**config.mk**
```make
export PLATFORM = sky130hd
export DESIGN_NAME = stdp_weight_update_top_flat
export DESIGN_NICKNAME = d
export VERILOG_FILES = /design/src/rtl/stdp_pkg.sv /design/src/rtl/stdp_if.sv /design/src/rtl/stdp_queue.sv /design/src/rtl/stdp_front.sv /design/src/rtl/stdp_back.sv /design/src/rtl/stdp_weight_update_top.sv /design/src/flat_wrapper.sv
export SDC_FILE = /design/constraint.sdc
export NUM_CORES = 2
export LEC_CHECK = 0
export ABC_AREA = 1
export ABC_CLOCK_PERIOD_IN_PS = 11850
export BUFFER_PORTS_ARGS = -buffer_cell sky130_fd_sc_hd__clkbuf_2
export CORE_MARGIN = 3
export CORE_UTILIZATION = 63
export CTS_CLUSTER_SIZE = 10
export DETAILED_ROUTE_END_ITERATION = 10
export PLACE_DENSITY = 0.84
export SLEW_MARGIN = 20
export SYNTH_ARGS = -nofsm -noshare
export SYNTH_HDL_FRONTEND = slang
export SYNTH_HIERARCHICAL = 1
export SYNTH_SLANG_ARGS = --single-unit
```
**constraint.sdc**
```tcl
create_clock -name i_clk -period 11.85 [get_ports i_clk]
set_input_delay 0.5925 -clock i_clk [delete_from_list [all_inputs] [get_ports i_clk]]
set_output_delay 0.5925 -clock i_clk [all_outputs]
set_load 0.02 [all_outputs]
```
**src/rtl/stdp_pkg.sv**
```systemverilog
// shared types, constants and kernel tables of the stdp weight update block
package stdp_pkg;

    // field widths
    localparam int KIND_W     = 2;
    localparam int TIME_W     = 32;
    localparam int AMP_W      = 18;
    localparam int WEIGHT_W   = 25;
    localparam int DEV_W      = 32;
    localparam int DECAY_W    = 17;
    localparam int ENTRY_W    = 16;
    localparam int CFG_IDX_W  = 3;
    localparam int CFG_DATA_W = 25;

    // kernel window and time constants in steps
    localparam int KERNEL_DEPTH  = 256;
    localparam int TAU_POT_STEPS = 20;
    localparam int TAU_DEP_STEPS = 20;
    localparam int IDX_W         = $clog2(KERNEL_DEPTH);

    // rounded amp * entry fits in amp width plus one
    localparam int CONTRIB_W = AMP_W + 1;

    // op queue between front and back
    localparam int QUEUE_DEPTH = 4;
    localparam int QPTR_W      = $clog2(QUEUE_DEPTH);
    localparam int QCNT_W      = $clog2(QUEUE_DEPTH + 1);

    // event kinds
    typedef enum logic [KIND_W-1:0] {
        KIND_PRE  = 2'd0,
        KIND_POST = 2'd1,
        KIND_TICK = 2'd2
    } t_kind;

    // register indexes
    localparam logic [CFG_IDX_W-1:0] CFG_LTP_AMP    = 3'd0;
    localparam logic [CFG_IDX_W-1:0] CFG_LTD_AMP    = 3'd1;
    localparam logic [CFG_IDX_W-1:0] CFG_WEIGHT_MAX = 3'd2;
    localparam logic [CFG_IDX_W-1:0] CFG_DRIFT      = 3'd3;
    localparam logic [CFG_IDX_W-1:0] CFG_DECAY      = 3'd4;

    typedef struct packed {
        logic signed [AMP_W-1:0]    ltp_amp;
        logic signed [AMP_W-1:0]    ltd_amp;
        logic        [WEIGHT_W-1:0] weight_max;
        logic signed [AMP_W-1:0]    drift;
        logic        [DECAY_W-1:0]  decay;
    } t_cfg;

    localparam t_cfg CFG_RESET = '{
        ltp_amp:    18'sd6554,
        ltd_amp:    -18'sd7864,
        weight_max: 25'd655360,
        drift:      18'sd6554,
        decay:      17'd24109
    };

    // state reset values
    localparam logic signed [TIME_W-1:0] LAST_PRE_RESET  = -32'sd10000;
    localparam logic signed [TIME_W-1:0] LAST_POST_RESET = 32'sd0;
    localparam logic [WEIGHT_W-1:0]      WEIGHT_RESET    = 25'd65536;

    // one op handed from front to back
    typedef struct packed {
        logic                        tick;
        logic signed [CONTRIB_W-1:0] contrib;
    } t_op;

    // saturate a wide signed value to the deviation range
    localparam logic signed [DEV_W+1:0] SAT_HI = $signed({3'b000, {(DEV_W-1){1'b1}}});
    localparam logic signed [DEV_W+1:0] SAT_LO = $signed({3'b111, {(DEV_W-1){1'b0}}});

    function automatic logic signed [DEV_W-1:0] sat_dev(input logic signed [DEV_W+1:0] v);
        logic signed [DEV_W-1:0] r;
        if (v > SAT_HI) begin
            r = $signed({1'b0, {(DEV_W-1){1'b1}}});
        end else if (v < SAT_LO) begin
            r = $signed({1'b1, {(DEV_W-1){1'b0}}});
        end else begin
            r = v[DEV_W-1:0];
        end
        return r;
    endfunction

    // exp(-1/tau) in Q40 as a truncated taylor series, potentiation side
    localparam longint PT00 = 64'sd1 <<< 40;
    localparam longint PT01 = PT00 / (1 * TAU_POT_STEPS);
    localparam longint PT02 = PT01 / (2 * TAU_POT_STEPS);
    localparam longint PT03 = PT02 / (3 * TAU_POT_STEPS);
    localparam longint PT04 = PT03 / (4 * TAU_POT_STEPS);
    localparam longint PT05 = PT04 / (5 * TAU_POT_STEPS);
    localparam longint PT06 = PT05 / (6 * TAU_POT_STEPS);
    localparam longint PT07 = PT06 / (7 * TAU_POT_STEPS);
    localparam longint PT08 = PT07 / (8 * TAU_POT_STEPS);
    localparam longint PT09 = PT08 / (9 * TAU_POT_STEPS);
    localparam longint PT10 = PT09 / (10 * TAU_POT_STEPS);
    localparam longint PT11 = PT10 / (11 * TAU_POT_STEPS);
    localparam longint PT12 = PT11 / (12 * TAU_POT_STEPS);
    localparam longint PT13 = PT12 / (13 * TAU_POT_STEPS);
    localparam longint PT14 = PT13 / (14 * TAU_POT_STEPS);
    localparam longint PT15 = PT14 / (15 * TAU_POT_STEPS);
    localparam longint PT16 = PT15 / (16 * TAU_POT_STEPS);
    localparam longint PT17 = PT16 / (17 * TAU_POT_STEPS);
    localparam longint PT18 = PT17 / (18 * TAU_POT_STEPS);
    localparam longint PT19 = PT18 / (19 * TAU_POT_STEPS);
    localparam longint PT20 = PT19 / (20 * TAU_POT_STEPS);
    localparam longint PT21 = PT20 / (21 * TAU_POT_STEPS);
    localparam longint PT22 = PT21 / (22 * TAU_POT_STEPS);
    localparam longint PT23 = PT22 / (23 * TAU_POT_STEPS);
    localparam longint PT24 = PT23 / (24 * TAU_POT_STEPS);
    localparam longint PS_POT = PT00 - PT01 + PT02 - PT03 + PT04 - PT05 + PT06 - PT07
                              + PT08 - PT09 + PT10 - PT11 + PT12 - PT13 + PT14 - PT15
                              + PT16 - PT17 + PT18 - PT19 + PT20 - PT21 + PT22 - PT23
                              + PT24;
    localparam longint R_POT = ((PS_POT < 0 ? 64'sd0 : PS_POT) + 64'sd512) >>> 10;

    // same series, depression side
    localparam longint DT00 = 64'sd1 <<< 40;
    localparam longint DT01 = DT00 / (1 * TAU_DEP_STEPS);
    localparam longint DT02 = DT01 / (2 * TAU_DEP_STEPS);
    localparam longint DT03 = DT02 / (3 * TAU_DEP_STEPS);
    localparam longint DT04 = DT03 / (4 * TAU_DEP_STEPS);
    localparam longint DT05 = DT04 / (5 * TAU_DEP_STEPS);
    localparam longint DT06 = DT05 / (6 * TAU_DEP_STEPS);
    localparam longint DT07 = DT06 / (7 * TAU_DEP_STEPS);
    localparam longint DT08 = DT07 / (8 * TAU_DEP_STEPS);
    localparam longint DT09 = DT08 / (9 * TAU_DEP_STEPS);
    localparam longint DT10 = DT09 / (10 * TAU_DEP_STEPS);
    localparam longint DT11 = DT10 / (11 * TAU_DEP_STEPS);
    localparam longint DT12 = DT11 / (12 * TAU_DEP_STEPS);
    localparam longint DT13 = DT12 / (13 * TAU_DEP_STEPS);
    localparam longint DT14 = DT13 / (14 * TAU_DEP_STEPS);
    localparam longint DT15 = DT14 / (15 * TAU_DEP_STEPS);
    localparam longint DT16 = DT15 / (16 * TAU_DEP_STEPS);
    localparam longint DT17 = DT16 / (17 * TAU_DEP_STEPS);
    localparam longint DT18 = DT17 / (18 * TAU_DEP_STEPS);
    localparam longint DT19 = DT18 / (19 * TAU_DEP_STEPS);
    localparam longint DT20 = DT19 / (20 * TAU_DEP_STEPS);
    localparam longint DT21 = DT20 / (21 * TAU_DEP_STEPS);
    localparam longint DT22 = DT21 / (22 * TAU_DEP_STEPS);
    localparam longint DT23 = DT22 / (23 * TAU_DEP_STEPS);
    localparam longint DT24 = DT23 / (24 * TAU_DEP_STEPS);
    localparam longint PS_DEP = DT00 - DT01 + DT02 - DT03 + DT04 - DT05 + DT06 - DT07
                              + DT08 - DT09 + DT10 - DT11 + DT12 - DT13 + DT14 - DT15
                              + DT16 - DT17 + DT18 - DT19 + DT20 - DT21 + DT22 - DT23
                              + DT24;
    localparam longint R_DEP = ((PS_DEP < 0 ? 64'sd0 : PS_DEP) + 64'sd512) >>> 10;

    typedef logic [ENTRY_W-1:0] t_kernel [KERNEL_DEPTH];

    // entry k = exp(-k/tau) in q0.16, built by repeated q30 multiplication
    function automatic t_kernel build_kernel(input longint r);
        t_kernel          tab;
        longint unsigned  v;
        longint unsigned  rr;
        longint unsigned  e;
        v  = 64'd1 << 30;
        rr = $unsigned(r);
        for (int k = 0; k < KERNEL_DEPTH; k++) begin
            if (k > 0) begin
                v = (v * rr + (64'd1 << 29)) >> 30;
            end
            e = (v + (64'd1 << 13)) >> 14;
            tab[k] = (e > 64'd65535) ? {ENTRY_W{1'b1}} : e[ENTRY_W-1:0];
        end
        return tab;
    endfunction

    localparam t_kernel POT_TABLE = build_kernel(R_POT);
    localparam t_kernel DEP_TABLE = build_kernel(R_DEP);

endpackage

```
**src/rtl/stdp_if.sv**
```systemverilog
// valid/ready channel interfaces for spike events and weight results
interface stdp_evt_if import stdp_pkg::*; ();
    logic                     valid;
    logic                     ready;
    logic [KIND_W-1:0]        kind;
    logic signed [TIME_W-1:0] event_time;

    modport source (output valid, output kind, output event_time, input ready);
    modport sink   (input valid, input kind, input event_time, output ready);
endinterface

interface stdp_res_if import stdp_pkg::*; ();
    logic                     valid;
    logic                     ready;
    logic [WEIGHT_W-1:0]      weight_out;
    logic signed [DEV_W-1:0]  deviation_out;

    modport source (output valid, output weight_out, output deviation_out, input ready);
    modport sink   (input valid, input weight_out, input deviation_out, output ready);
endinterface

```
**src/rtl/stdp_queue.sv**
```systemverilog
// short op queue between the classify front and the update back
module stdp_queue import stdp_pkg::*; (
    input  logic              i_clk,
    input  logic              i_rst_n,
    input  logic              i_push,
    input  t_op               i_op,
    input  logic              i_pop,
    output t_op               o_op,
    output logic [QCNT_W-1:0] o_count
);

    t_op               r_mem [QUEUE_DEPTH];
    logic [QPTR_W-1:0] r_wr_ptr;
    logic [QPTR_W-1:0] r_rd_ptr;
    logic [QCNT_W-1:0] r_count;

    always_ff @(posedge i_clk) begin
        if (!i_rst_n) begin
            r_wr_ptr <= '0;
            r_rd_ptr <= '0;
            r_count  <= '0;
        end else begin
            if (i_push) begin
                r_wr_ptr <= r_wr_ptr + 1'b1;
            end
            if (i_pop) begin
                r_rd_ptr <= r_rd_ptr + 1'b1;
            end
            if (i_push && !i_pop) begin
                r_count <= r_count + 1'b1;
            end else if (!i_push && i_pop) begin
                r_count <= r_count - 1'b1;
            end
        end
    end

    always_ff @(posedge i_clk) begin
        if (i_push) begin
            r_mem[r_wr_ptr] <= i_op;
        end
    end

    assign o_op    = r_mem[r_rd_ptr];
    assign o_count = r_count;

endmodule

```
**src/rtl/stdp_front.sv**
```systemverilog
// front: accepts events, tracks spike times, looks up the kernel and scales it
module stdp_front import stdp_pkg::*; (
    input  logic              i_clk,
    input  logic              i_rst_n,
    stdp_evt_if.sink          i_evt,
    input  t_cfg              i_cfg,
    input  logic [QCNT_W-1:0] i_q_count,
    output logic              o_push,
    output t_op               o_op
);

    localparam logic signed [TIME_W+1:0] DEPTH_S = (TIME_W+2)'(KERNEL_DEPTH);

    logic signed [TIME_W-1:0] r_last_pre;
    logic signed [TIME_W-1:0] r_last_post;

    logic                     r_f1_valid;
    logic                     r_f1_tick;
    logic                     r_f1_live;
    logic [ENTRY_W-1:0]       r_f1_entry;
    logic signed [AMP_W-1:0]  r_f1_amp;

    logic                     n_tick;
    logic                     n_live;
    logic [ENTRY_W-1:0]       n_entry;
    logic signed [AMP_W-1:0]  n_amp;

    logic                     w_accept;
    logic signed [TIME_W+1:0] w_diff_dep;
    logic signed [TIME_W+1:0] w_diff_pot;
    logic [IDX_W-1:0]         w_idx_dep;
    logic [IDX_W-1:0]         w_idx_pot;
    logic [QCNT_W:0]          w_used;

    logic signed [AMP_W+ENTRY_W:0] w_prod;
    logic signed [AMP_W+ENTRY_W:0] w_prod_rnd;

    // every item in flight already has a queue slot reserved
    assign w_used      = (QCNT_W+1)'(i_q_count) + (QCNT_W+1)'(r_f1_valid);
    assign i_evt.ready = w_used < (QCNT_W+1)'(QUEUE_DEPTH);
    assign w_accept    = i_evt.valid && i_evt.ready;

    assign w_diff_dep = (TIME_W+2)'(i_evt.event_time) - (TIME_W+2)'(r_last_post)
                      - (TIME_W+2)'(1);
    assign w_diff_pot = (TIME_W+2)'(i_evt.event_time) - (TIME_W+2)'(r_last_pre);

    // negative gaps fold onto the first entry
    assign w_idx_dep = (w_diff_dep < 0) ? '0 : w_diff_dep[IDX_W-1:0];
    assign w_idx_pot = (w_diff_pot < 0) ? '0 : w_diff_pot[IDX_W-1:0];

    always_comb begin
        n_tick  = 1'b0;
        n_live  = 1'b0;
        n_entry = '0;
        n_amp   = '0;
        unique case (i_evt.kind)
            KIND_PRE: begin
                n_live  = w_diff_dep < DEPTH_S;
                n_entry = DEP_TABLE[w_idx_dep];
                n_amp   = i_cfg.ltd_amp;
            end
            KIND_POST: begin
                n_live  = w_diff_pot < DEPTH_S;
                n_entry = POT_TABLE[w_idx_pot];
                n_amp   = i_cfg.ltp_amp;
            end
            KIND_TICK: begin
                n_tick = 1'b1;
            end
            default: begin
            end
        endcase
    end

    always_ff @(posedge i_clk) begin
        if (!i_rst_n) begin
            r_f1_valid  <= 1'b0;
            r_last_pre  <= LAST_PRE_RESET;
            r_last_post <= LAST_POST_RESET;
        end else begin
            r_f1_valid <= w_accept;
            if (w_accept && i_evt.kind == KIND_PRE) begin
                r_last_pre <= i_evt.event_time;
            end
            if (w_accept && i_evt.kind == KIND_POST) begin
                r_last_post <= i_evt.event_time;
            end
        end
    end

    always_ff @(posedge i_clk) begin
        if (w_accept) begin
            r_f1_tick  <= n_tick;
            r_f1_live  <= n_live;
            r_f1_entry <= n_entry;
            r_f1_amp   <= n_amp;
        end
    end

    // amp * entry, rounded half up by 16 bits
    assign w_prod     = r_f1_amp * $signed({1'b0, r_f1_entry});
    assign w_prod_rnd = w_prod + (AMP_W+ENTRY_W+1)'(1 << 15);

    assign o_push       = r_f1_valid;
    assign o_op.tick    = r_f1_tick;
    assign o_op.contrib = r_f1_live ? w_prod_rnd[AMP_W+ENTRY_W:16] : '0;

endmodule

```
**src/rtl/stdp_back.sv**
```systemverilog
// back: applies ops to the deviation, then on a tick updates and clamps the weight
module stdp_back import stdp_pkg::*; (
    input  logic              i_clk,
    input  logic              i_rst_n,
    input  t_cfg              i_cfg,
    input  t_op               i_op,
    input  logic [QCNT_W-1:0] i_q_count,
    output logic              o_pop,
    stdp_res_if.source        o_res
);

    logic signed [DEV_W-1:0]    r_dev;
    logic [WEIGHT_W-1:0]        r_weight;

    logic                       r_b1_valid;
    logic                       r_b1_tick;
    logic signed [DEV_W-1:0]    r_b1_dev;

    logic                       r_out_valid;
    logic signed [DEV_W-1:0]    r_out_dev;

    logic                       w_b1_load;
    logic                       w_b2_load;
    logic signed [DEV_W+DECAY_W:0] w_decay_prod;
    logic signed [DEV_W+DECAY_W:0] w_decay_rnd;
    logic signed [DEV_W+1:0]    w_spike_sum;
    logic signed [DEV_W-1:0]    n_dev;
    logic signed [DEV_W+1:0]    w_wsum;
    logic [WEIGHT_W-1:0]        n_weight;

    assign w_b2_load = r_b1_valid && (!r_out_valid || o_res.ready);
    assign w_b1_load = (i_q_count != '0) && (!r_b1_valid || w_b2_load);
    assign o_pop     = w_b1_load;

    // deviation step: decay on a tick, saturating add on a spike
    assign w_decay_prod = r_dev * $signed({1'b0, i_cfg.decay});
    assign w_decay_rnd  = w_decay_prod + (DEV_W+DECAY_W+1)'(1 << 15);
    assign w_spike_sum  = (DEV_W+2)'(r_dev) + (DEV_W+2)'(i_op.contrib);

    always_comb begin
        if (i_op.tick) begin
            n_dev = sat_dev(w_decay_rnd[DEV_W+DECAY_W:16]);
        end else begin
            n_dev = sat_dev(w_spike_sum);
        end
    end

    // weight step: add drift and deviation, clamp to max first, then to zero
    assign w_wsum = $signed((DEV_W+2)'(r_weight)) + (DEV_W+2)'(i_cfg.drift)
                  + (DEV_W+2)'(r_b1_dev);

    always_comb begin
        if (w_wsum > $signed((DEV_W+2)'(i_cfg.weight_max))) begin
            n_weight = i_cfg.weight_max;
        end else if (w_wsum < 0) begin
            n_weight = '0;
        end else begin
            n_weight = w_wsum[WEIGHT_W-1:0];
        end
    end

    always_ff @(posedge i_clk) begin
        if (!i_rst_n) begin
            r_dev       <= '0;
            r_weight    <= WEIGHT_RESET;
            r_b1_valid  <= 1'b0;
            r_out_valid <= 1'b0;
        end else begin
            if (w_b1_load) begin
                r_dev <= n_dev;
            end
            if (w_b1_load) begin
                r_b1_valid <= 1'b1;
            end else if (w_b2_load) begin
                r_b1_valid <= 1'b0;
            end
            if (w_b2_load) begin
                r_out_valid <= 1'b1;
                if (r_b1_tick) begin
                    r_weight <= n_weight;
                end
            end else if (o_res.ready) begin
                r_out_valid <= 1'b0;
            end
        end
    end

    always_ff @(posedge i_clk) begin
        if (w_b1_load) begin
            r_b1_tick <= i_op.tick;
            r_b1_dev  <= n_dev;
        end
        if (w_b2_load) begin
            r_out_dev <= r_b1_dev;
        end
    end

    assign o_res.valid         = r_out_valid;
    assign o_res.weight_out    = r_weight;
    assign o_res.deviation_out = r_out_dev;

endmodule

```
**src/rtl/stdp_weight_update_top.sv**
```systemverilog
// top level of the stdp weight update engine for one synapse
// an item passes the front register, the op queue, the deviation register and the result register
// throughput: one item per cycle unless the output stalls, set by the deviation loop (one 32x18 multiply and saturate)
// a 4-entry op queue lets the front keep accepting while the result side stalls
// reset: synchronous active low; kernel tables are constants, no clearing pass
// after reset the registers hold their defaults and the weight is 1.0 in q16
module stdp_weight_update_top import stdp_pkg::*; (
    input  logic                  i_clk,
    input  logic                  i_rst_n,
    input  logic                  i_cfg_we,
    input  logic [CFG_IDX_W-1:0]  i_cfg_idx,
    input  logic [CFG_DATA_W-1:0] i_cfg_data,
    stdp_evt_if.sink              i_evt,
    stdp_res_if.source            o_res
);

    // configuration registers, to be written by the user only while the block is idle; the block does not enforce it
    t_cfg r_cfg;

    // front to queue
    logic              w_push;
    t_op               w_push_op;

    // queue to back
    logic              w_pop;
    t_op               w_head_op;
    logic [QCNT_W-1:0] w_q_count;

    always_ff @(posedge i_clk) begin
        if (!i_rst_n) begin
            r_cfg <= CFG_RESET;
        end else if (i_cfg_we) begin
            unique case (i_cfg_idx)
                CFG_LTP_AMP:    r_cfg.ltp_amp    <= $signed(i_cfg_data[AMP_W-1:0]);
                CFG_LTD_AMP:    r_cfg.ltd_amp    <= $signed(i_cfg_data[AMP_W-1:0]);
                CFG_WEIGHT_MAX: r_cfg.weight_max <= i_cfg_data[WEIGHT_W-1:0];
                CFG_DRIFT:      r_cfg.drift      <= $signed(i_cfg_data[AMP_W-1:0]);
                CFG_DECAY:      r_cfg.decay      <= i_cfg_data[DECAY_W-1:0];
                // unused indexes are dropped
                default: begin
                end
            endcase
        end
    end

    // front: spike time bookkeeping, kernel lookup and amplitude multiply
    stdp_front u_front (
        .i_clk     (i_clk),
        .i_rst_n   (i_rst_n),
        .i_evt     (i_evt),
        .i_cfg     (r_cfg),
        .i_q_count (w_q_count),
        .o_push    (w_push),
        .o_op      (w_push_op)
    );

    // queue: decouples classification from the state update
    stdp_queue u_queue (
        .i_clk   (i_clk),
        .i_rst_n (i_rst_n),
        .i_push  (w_push),
        .i_op    (w_push_op),
        .i_pop   (w_pop),
        .o_op    (w_head_op),
        .o_count (w_q_count)
    );

    // back: deviation update stage, then weight update and result register
    stdp_back u_back (
        .i_clk     (i_clk),
        .i_rst_n   (i_rst_n),
        .i_cfg     (r_cfg),
        .i_op      (w_head_op),
        .i_q_count (w_q_count),
        .o_pop     (w_pop),
        .o_res     (o_res)
    );

endmodule

```
**src/flat_wrapper.sv**
```systemverilog
// flat-port wrapper written by rule: the top's interface ports become plain ports
module stdp_weight_update_top_flat import stdp_pkg::*;
  (i_clk, i_rst_n, i_cfg_we, i_cfg_idx, i_cfg_data, i_evt_valid, i_evt_kind, i_evt_event_time, i_evt_ready, o_res_valid, o_res_weight_out, o_res_deviation_out, o_res_ready);
  stdp_evt_if i_evt_i ();
  stdp_res_if o_res_i ();
  input  logic i_clk;
  input  logic i_rst_n;
  input  logic i_cfg_we;
  input  logic [CFG_IDX_W-1:0] i_cfg_idx;
  input  logic [CFG_DATA_W-1:0] i_cfg_data;
  input wire logic [$bits(i_evt_i.valid)-1:0] i_evt_valid;
  input wire logic [$bits(i_evt_i.kind)-1:0] i_evt_kind;
  input wire logic [$bits(i_evt_i.event_time)-1:0] i_evt_event_time;
  output wire logic [$bits(i_evt_i.ready)-1:0] i_evt_ready;
  output wire logic [$bits(o_res_i.valid)-1:0] o_res_valid;
  output wire logic [$bits(o_res_i.weight_out)-1:0] o_res_weight_out;
  output wire logic [$bits(o_res_i.deviation_out)-1:0] o_res_deviation_out;
  input wire logic [$bits(o_res_i.ready)-1:0] o_res_ready;
  assign i_evt_i.valid = i_evt_valid;
  assign i_evt_i.kind = i_evt_kind;
  assign i_evt_i.event_time = i_evt_event_time;
  assign i_evt_ready = i_evt_i.ready;
  assign o_res_valid = o_res_i.valid;
  assign o_res_weight_out = o_res_i.weight_out;
  assign o_res_deviation_out = o_res_i.deviation_out;
  assign o_res_i.ready = o_res_ready;
  stdp_weight_update_top u_core (.i_clk(i_clk), .i_rst_n(i_rst_n), .i_cfg_we(i_cfg_we), .i_cfg_idx(i_cfg_idx), .i_cfg_data(i_cfg_data), .i_evt(i_evt_i), .o_res(o_res_i));
endmodule
```
## Word-level counts from Yosys, hierarchy flattened

Memories as Yosys holds them, arrays and structs flattened. A register that Yosys moved wholly into a read port is not among the register bits.
Index checks and enable logic that the tools add are counted.
W data, S select, Z words.

| storage, ports and cells | value |
|---|---|
| register bits after elaboration | 328 |
| bits in writable memories | 80 |
| ROM bits | 8192 |
| input bits | 67 |
| output and inout port bits | 59 |
| memories | 3 |

Memory list:

| memory | words | bits a word | read ports | clocked after Yosys merged registers in | write ports | line | source |
|---|---|---|---|---|---|---|---|
| (name not given) | 256 | 16 | 1 | 0 | 0 | stdp_front.sv:64 | `n_entry = POT_TABLE[w_idx_pot];` |
| (name not given) | 256 | 16 | 1 | 0 | 0 | stdp_front.sv:59 | `n_entry = DEP_TABLE[w_idx_dep];` |
| u_core.u_queue.r_mem | 4 | 20 | 1 | 1 | 1 | stdp_queue.sv:12 | `t_op r_mem [QUEUE_DEPTH];` |

| operators by class | value |
|---|---|
| $add $sub $neg | 13 |
| $mul | 2 |
| order comparisons | 13 |
| eq/ne operators | 6 |
| muxes and demuxes | 28 |
| bitwise operators | 2 |
| reduce and logical (&&, ||, !) cells | 25 |

Operators with widths:

| operator | count |
|---|---|
| $mux W32 | 5 |
| $lt A33 B1 Y1 const B | 2 |
| $sub A32 B32 Y33 | 2 |
| $mux W16 | 4 |
| $add A50 B17 Y50 const B | 1 |
| $mul A32 B18 Y50 | 1 |
| $mux W25 | 2 |
| $pmux W18 S2 | 1 |
| $add A35 B17 Y35 const B | 1 |
| $mul A18 B17 Y35 | 1 |
| $gt A34 B32 Y1 const B | 1 |
| $lt A34 B1 Y1 const B | 1 |
| $lt A34 B10 Y1 const B | 1 |
| $lt A34 B32 Y1 const B | 1 |
| $sub A33 B2 Y34 const B | 1 |
| $add A27 B32 Y33 | 1 |
| $add A32 B19 Y33 | 1 |
| $gt A33 B26 Y1 | 1 |
| $gt A33 B32 Y1 const B | 1 |
| $lt A33 B10 Y1 const B | 1 |
| $lt A33 B32 Y1 const B | 1 |
| $pmux W16 S2 | 1 |
| $add A26 B18 Y27 | 1 |
| $mux W19 | 1 |
| 25 further kinds | 55 |

## Depth between registers and ports, before layout

| depth | value |
|---|---|
| word-level depth | 9 |
| depth in mapped cells | 33 |
| depth with buffers taken out | 31 |

## Modules after synthesis

Netlist, hierarchy kept.

By module, submodules not included:

| module | instances | cells an instance | area each (um2) |
|---|---|---|---|
| stdp_back | 1 | 4186 | 30908.4 |
| stdp_front | 1 | 3784 | 25091.6 |
| stdp_weight_update_top | 1 | 526 | 3737.3 |
| stdp_queue | 1 | 250 | 3373.2 |

## Worst setup path after synthesis

No wires, ideal clock.

| timing | value |
|---|---|
| path type | register -> register |
| start point | register u_core.u_back.r_dev[31] |
| end point | register u_core.u_back.r_b1_dev[0] (data pin) |
| library setup time | 0.251 ns |
| arrival time | 6.420 ns |
| data required time | 11.599 ns |
| setup slack | 5.179 ns |
| stages on the path, launching flop included | 28 |
| path buffers | 3 |
| cells stage by stage | dfxtp_1 -> clkbuf_1 -> clkbuf_1 -> nand2_1 -> fa_1 -> inv_1 -> fa_1 -> fa_1 -> fa_1 -> fa_1 -> inv_1 -> fa_1 -> inv_1 -> ha_1 -> nand2_1 -> nor2_1 -> nand2_1 -> nor3_1 -> nand2_1 -> nand3_1 -> nand2_1 -> nand2_2 -> nand3_1 -> nand2_1 -> buf_2 -> nand2_1 -> nand2_1 -> inv_1 |

| on the way | value |
|---|---|
| longest elaborated chain between the ends | 6 |
| elaborated cells between the ends (all ways) | 12 |
| those cells by class | add/sub (2); mul (1); order compare (4); mux (5) |

RTL lines:

| element | line | source |
|---|---|---|
| start: declaration | stdp_back.sv:12 | `logic signed [DEV_W-1:0] r_dev;` |
| start signal: assignment | stdp_back.sv:70 | `r_dev <= n_dev;` |
| $mul A32 B18 Y50 | stdp_back.sv:36 | `assign w_decay_prod = r_dev * $signed({1'b0, i_cfg.decay});` |
| $add A50 B17 Y50 | stdp_back.sv:37 | `assign w_decay_rnd = w_decay_prod + (DEV_W+DECAY_W+1)'(1 << 15);` |
| $lt A34 B32 Y1 | stdp_pkg.sv:78 | `end else if (v < SAT_LO) begin` |
| $mux W32 | stdp_pkg.sv:78 |  |
| $mux W32 | stdp_pkg.sv:76 | `if (v > SAT_HI) begin` |
| $mux W32 * | stdp_back.sv:41 | `if (i_op.tick) begin` |
| named net u_core.u_back.n_dev[0] | stdp_back.sv:27 | `logic signed [DEV_W-1:0] n_dev;` |
| end signal: assignment | stdp_back.sv:91 | `r_b1_dev <= n_dev;` |
| end: declaration | stdp_back.sv:17 | `logic signed [DEV_W-1:0] r_b1_dev;` |

Mark *: on every way through the listed nets, which the timed path passes. The rest lies on a longest branch.
A chain may end at the register's enable or synchronous reset.

## Worst setup path after layout

| timing | value |
|---|---|
| start point | register u_core/r_cfg[4] in the netlist's numbering |
| end point | register u_core.u_back.r_dev[12] |

| on the way | value |
|---|---|
| longest elaborated chain between the ends | 6 |
| elaborated cells between the ends (all ways) | 7 |
| those cells by class | add/sub (1); mul (1); order compare (2); mux (3) |

RTL lines:

| element | line | source |
|---|---|---|
| start: declaration | stdp_weight_update_top.sv:18 | `t_cfg r_cfg;` |
| $mul A32 B18 Y50 * | stdp_back.sv:36 |  |
| $add A50 B17 Y50 * | stdp_back.sv:37 |  |
| $lt A34 B32 Y1 | stdp_pkg.sv:78 |  |
| $mux W32 | stdp_pkg.sv:78 |  |
| $mux W32 * | stdp_pkg.sv:76 |  |
| $mux W32 * | stdp_back.sv:41 |  |

Every way passes the cells marked *; elsewhere a longest branch is shown, timed or not.

==> results_dict.tcl <==
set metrics [dict create \
    post_cts_buffers 0 \
    ys.flop_type "dfxtp_1" \
    max_freq_mhz 123.0 \
    syn_avg_cell_area_sq_um 7.216 \
    final_common_cell "nand2_1" \
    worstSetupStartpoint "u_core/r_cfg[4]" \
    synth-seq-area-share_pct 15.88 \
    grt_pass1_wl_mm 317.7 \
    htree_levels 2 \
    hold_end "u_core/r_cfg[54]" \
    synth-seq-cells 410 \
    drt_first_pass_iters 6 \
    via_per_inst 5.787 \
    fin_crit_sh_pct 68.61 \
    tightest_slew_ns 1.224 \
    cts_buffers 50 \
    ant_nets 0 \
    hold_buffers 0 \
    drc 0 \
    synth_top_area_cell "fa_1" \
    setup_slack_ns 3.719 \
    max_slew_margin_pct 18.32 \
    final_layout_size_suffix_gt1_share_pct 4.586 \
    hpwl_mm 155.3 \
    first_global_vias 58520 \
    end_kind "register" \
    fillers 8454 \
    io_pins 126 \
    hold_path_class "input port to register" \
    ys_warn_count 6 \
    port_buffers 125 \
    num_rows 115 \
    slew_viol_final 0 \
    post-place-ws_ns 3.854 \
    top_layer "met5" \
    synth_cells 8746 \
    fin_tns_setup_ns 0 \
    max-cap-violations 0 \
    finalCriticalPeriod_ns 8.131 \
    cts_resized 0 \
    hold_ws_ns 0.1525 \
    rr_startpoint "u_core/r_cfg[4]" \
    r2r_slack_ns 3.72 \
    met1_length_mm 77.05 \
    synth_area_sq_mm 0.06311 \
    dieArea_sq_mm 0.1040 \
    cts_root_buf "clkbuf_16" \
    synth_cell_types 68 \
    finalHoldViolations 0 \
    gp_congestion 0.9979 \
    grt_max_degree 80 \
    antenna_cells 0 \
    fin_skew_ns 0.05179 \
    cts_buffer_depth 3 \
    mostFrequentLayoutCells "nand2_1 (2278), inv_1 (2051), fa_1 (842)" \
    worst-setup-path-type "register to register" \
    start_util_pct 63.84 \
    nets 10000 \
    dr_wl_met2_mm 89.63 \
    cp.required_ns 12.42 \
    die_y_um 322.5 \
    cts_sinks 410 \
    crit_path_frequent_cell "nand2_1" \
    wirelength_mm 201.8 \
    met3WireLength_mm 22.55 \
    clkTransAtPathRegs_ns 0.05 \
    antenna_found_initial 1 \
    cts_tree "built" \
    core_area_sq_mm 0.09885 \
    status "finished, final reports clean" \
    cp_slowest_cell "fa_1" \
    routedWlPerCell_um 20.25 \
    grt_util_all_layers_pct 39.18 \
    fp.dieW_um 322.5 \
    synthTopCellsByArea "fa_1 (27%), nand2_1 (14%), inv_1 (12%), ha_1 (8.9%), edfxtp_1 (8.6%)" \
    drtIter0Drc 6516 \
    clk_latency_ns 0.68 \
    synthToLayoutAreaGrowth_pct 4.233 \
    finalSetupViolations 0 \
    hold_start "i_cfg_data[19]" \
    utilization_pct 66.55 \
    via_count 57670 \
    whs_path_depth 3 \
    cp_max_fo 31 \
    arrival_ns 8.70 \
    synth_nets 10100 \
    r2r_cells 25 \
    gr-total-overflow 0 \
    async_reset_ff_share_pct 0 \
    rsz0062_at_grt "no" \
    synth_top_area_share_pct 26.71 \
    cp-start-kind "register" \
    synth-edff-count 181 \
    timing.rr.end "u_core/u_back/r_dev[12]" \
    cpPeakStageDelay_ns 0.87 \
]
## critical path: cells and delay by family (launching register included)
family | cells | cell delay (ns)
fa+ha+maj | 7 | 4.09
buf+inv | 4 | 0.63
flops | 1 | 0.82
simple gates | 8 | 0.87
compound gates | 6 | 1.60
## worst max-delay path by stage
| stage | cells past startpoint | end | slack, ns |
|---|---|---|---|
| 4_1_cts | 25 | u_core/u_back/r_dev[12] | 3.81 |
| 3_5_place_dp | 25 | u_core/u_back/r_dev[8] | 3.85 |
| 6_report | 25 | u_core/u_back/r_dev[12] | 3.72 |
| 5_1_grt | 25 | u_core/u_back/r_dev[12] | 3.23 |
| 2_1_floorplan | 27 | u_core/u_back/r_b1_dev[0] | 5.18 |
| 3_3_place_gp | 25 | u_core/u_back/r_dev[0] | 4.06 |
## cells in the mapped netlist (6+ instances only)
cell / number
a211oi_1: 6
a21o_1: 26
a21oi_1: 451
a22o_1: 18
a31oi_1: 19
buf_1: 7
buf_2: 59
buf_4: 20
buf_6: 19
clkbuf_1: 233
clkinv_1: 6
dfxtp_1: 229
edfxtp_1: 181
fa_1: 842
ha_1: 448
inv_1: 2052
inv_2: 28
nand2_1: 2279
nand2_2: 33
nand2_4: 11
nand3_1: 446
nand3_2: 19
nand3b_1: 6
nand4_1: 72
nor2_1: 519
nor2_2: 15
nor2_4: 10
nor3_1: 29
nor4_1: 15
o211ai_1: 29
o21a_1: 17
o21ai_0: 273
o21ai_1: 71
o21bai_1: 24
o22ai_1: 27
o31ai_1: 12
xnor2_1: 55
xor2_1: 88
## per-stage QoR
stage | area, sq um | std cells
CTS | 65780 | 9966
global placement | 64260 | 9878
finish | 65780 | 9966
detailed placement | 64260 | 9878
global route | 65780 | 9966
floorplan | 63110 | 8746
## flip-flops by register name, indices dropped and copies added (netlist names), 16 cells and up, named ones only
| name | count |
|---|---|
| u_core/r_cfg | 96 |
| u_core/u_queue/r_mem | 80 |
| u_core/u_back/o_res.deviation_out | 32 |
| u_core/u_back/r_b1_dev | 32 |
| u_core/u_back/r_dev | 32 |
| u_core/u_front/r_last_post | 32 |
| u_core/u_front/r_last_pre | 32 |
| u_core/u_back/o_res.weight_out | 25 |
| u_core/u_front/r_f1_amp | 18 |
| u_core/u_front/r_f1_entry | 16 |
## cell type report
| class | instances | area [sq um] | area share (%) |
|---|---|---|---|
| clock buffers | 80 | 1414 | 2.149 |
| clock inverters | 8 | 107.6 | 0.1636 |
| inverters | 2089 | 7850 | 11.93 |
| multi-input cells | 5908 | 43710 | 66.44 |
| flip-flops and latches | 410 | 10020 | 15.23 |
| well taps | 1287 | 1610 | 2.448 |
| repair buffers | 184 | 1075 | 1.634 |
## cells by family after synthesis
family | share of synthesized area [%]
and+or+nand+nor | 22.78
AOI/OAI and AO/OA | 8.755
xor gates and xnor gates | 2.054
DFF | 15.88
adders and majority gates | 35.59
buffers and inverters | 14.94
## routing by layer
| metal | up-vias | global-route usage (%) |
|---|---|---|
| met5 | - | 0 |
| met4 | 2 | 20.85 |
| met3 | 819 | 8.884 |
| met2 | 3247 | 61.62 |
| met1 | 27390 | 50.72 |
| li1 | 26220 | - |
Power is not shown: default switching activity piles up to over one toggle a cycle in this logic, so the estimate is an artifact.
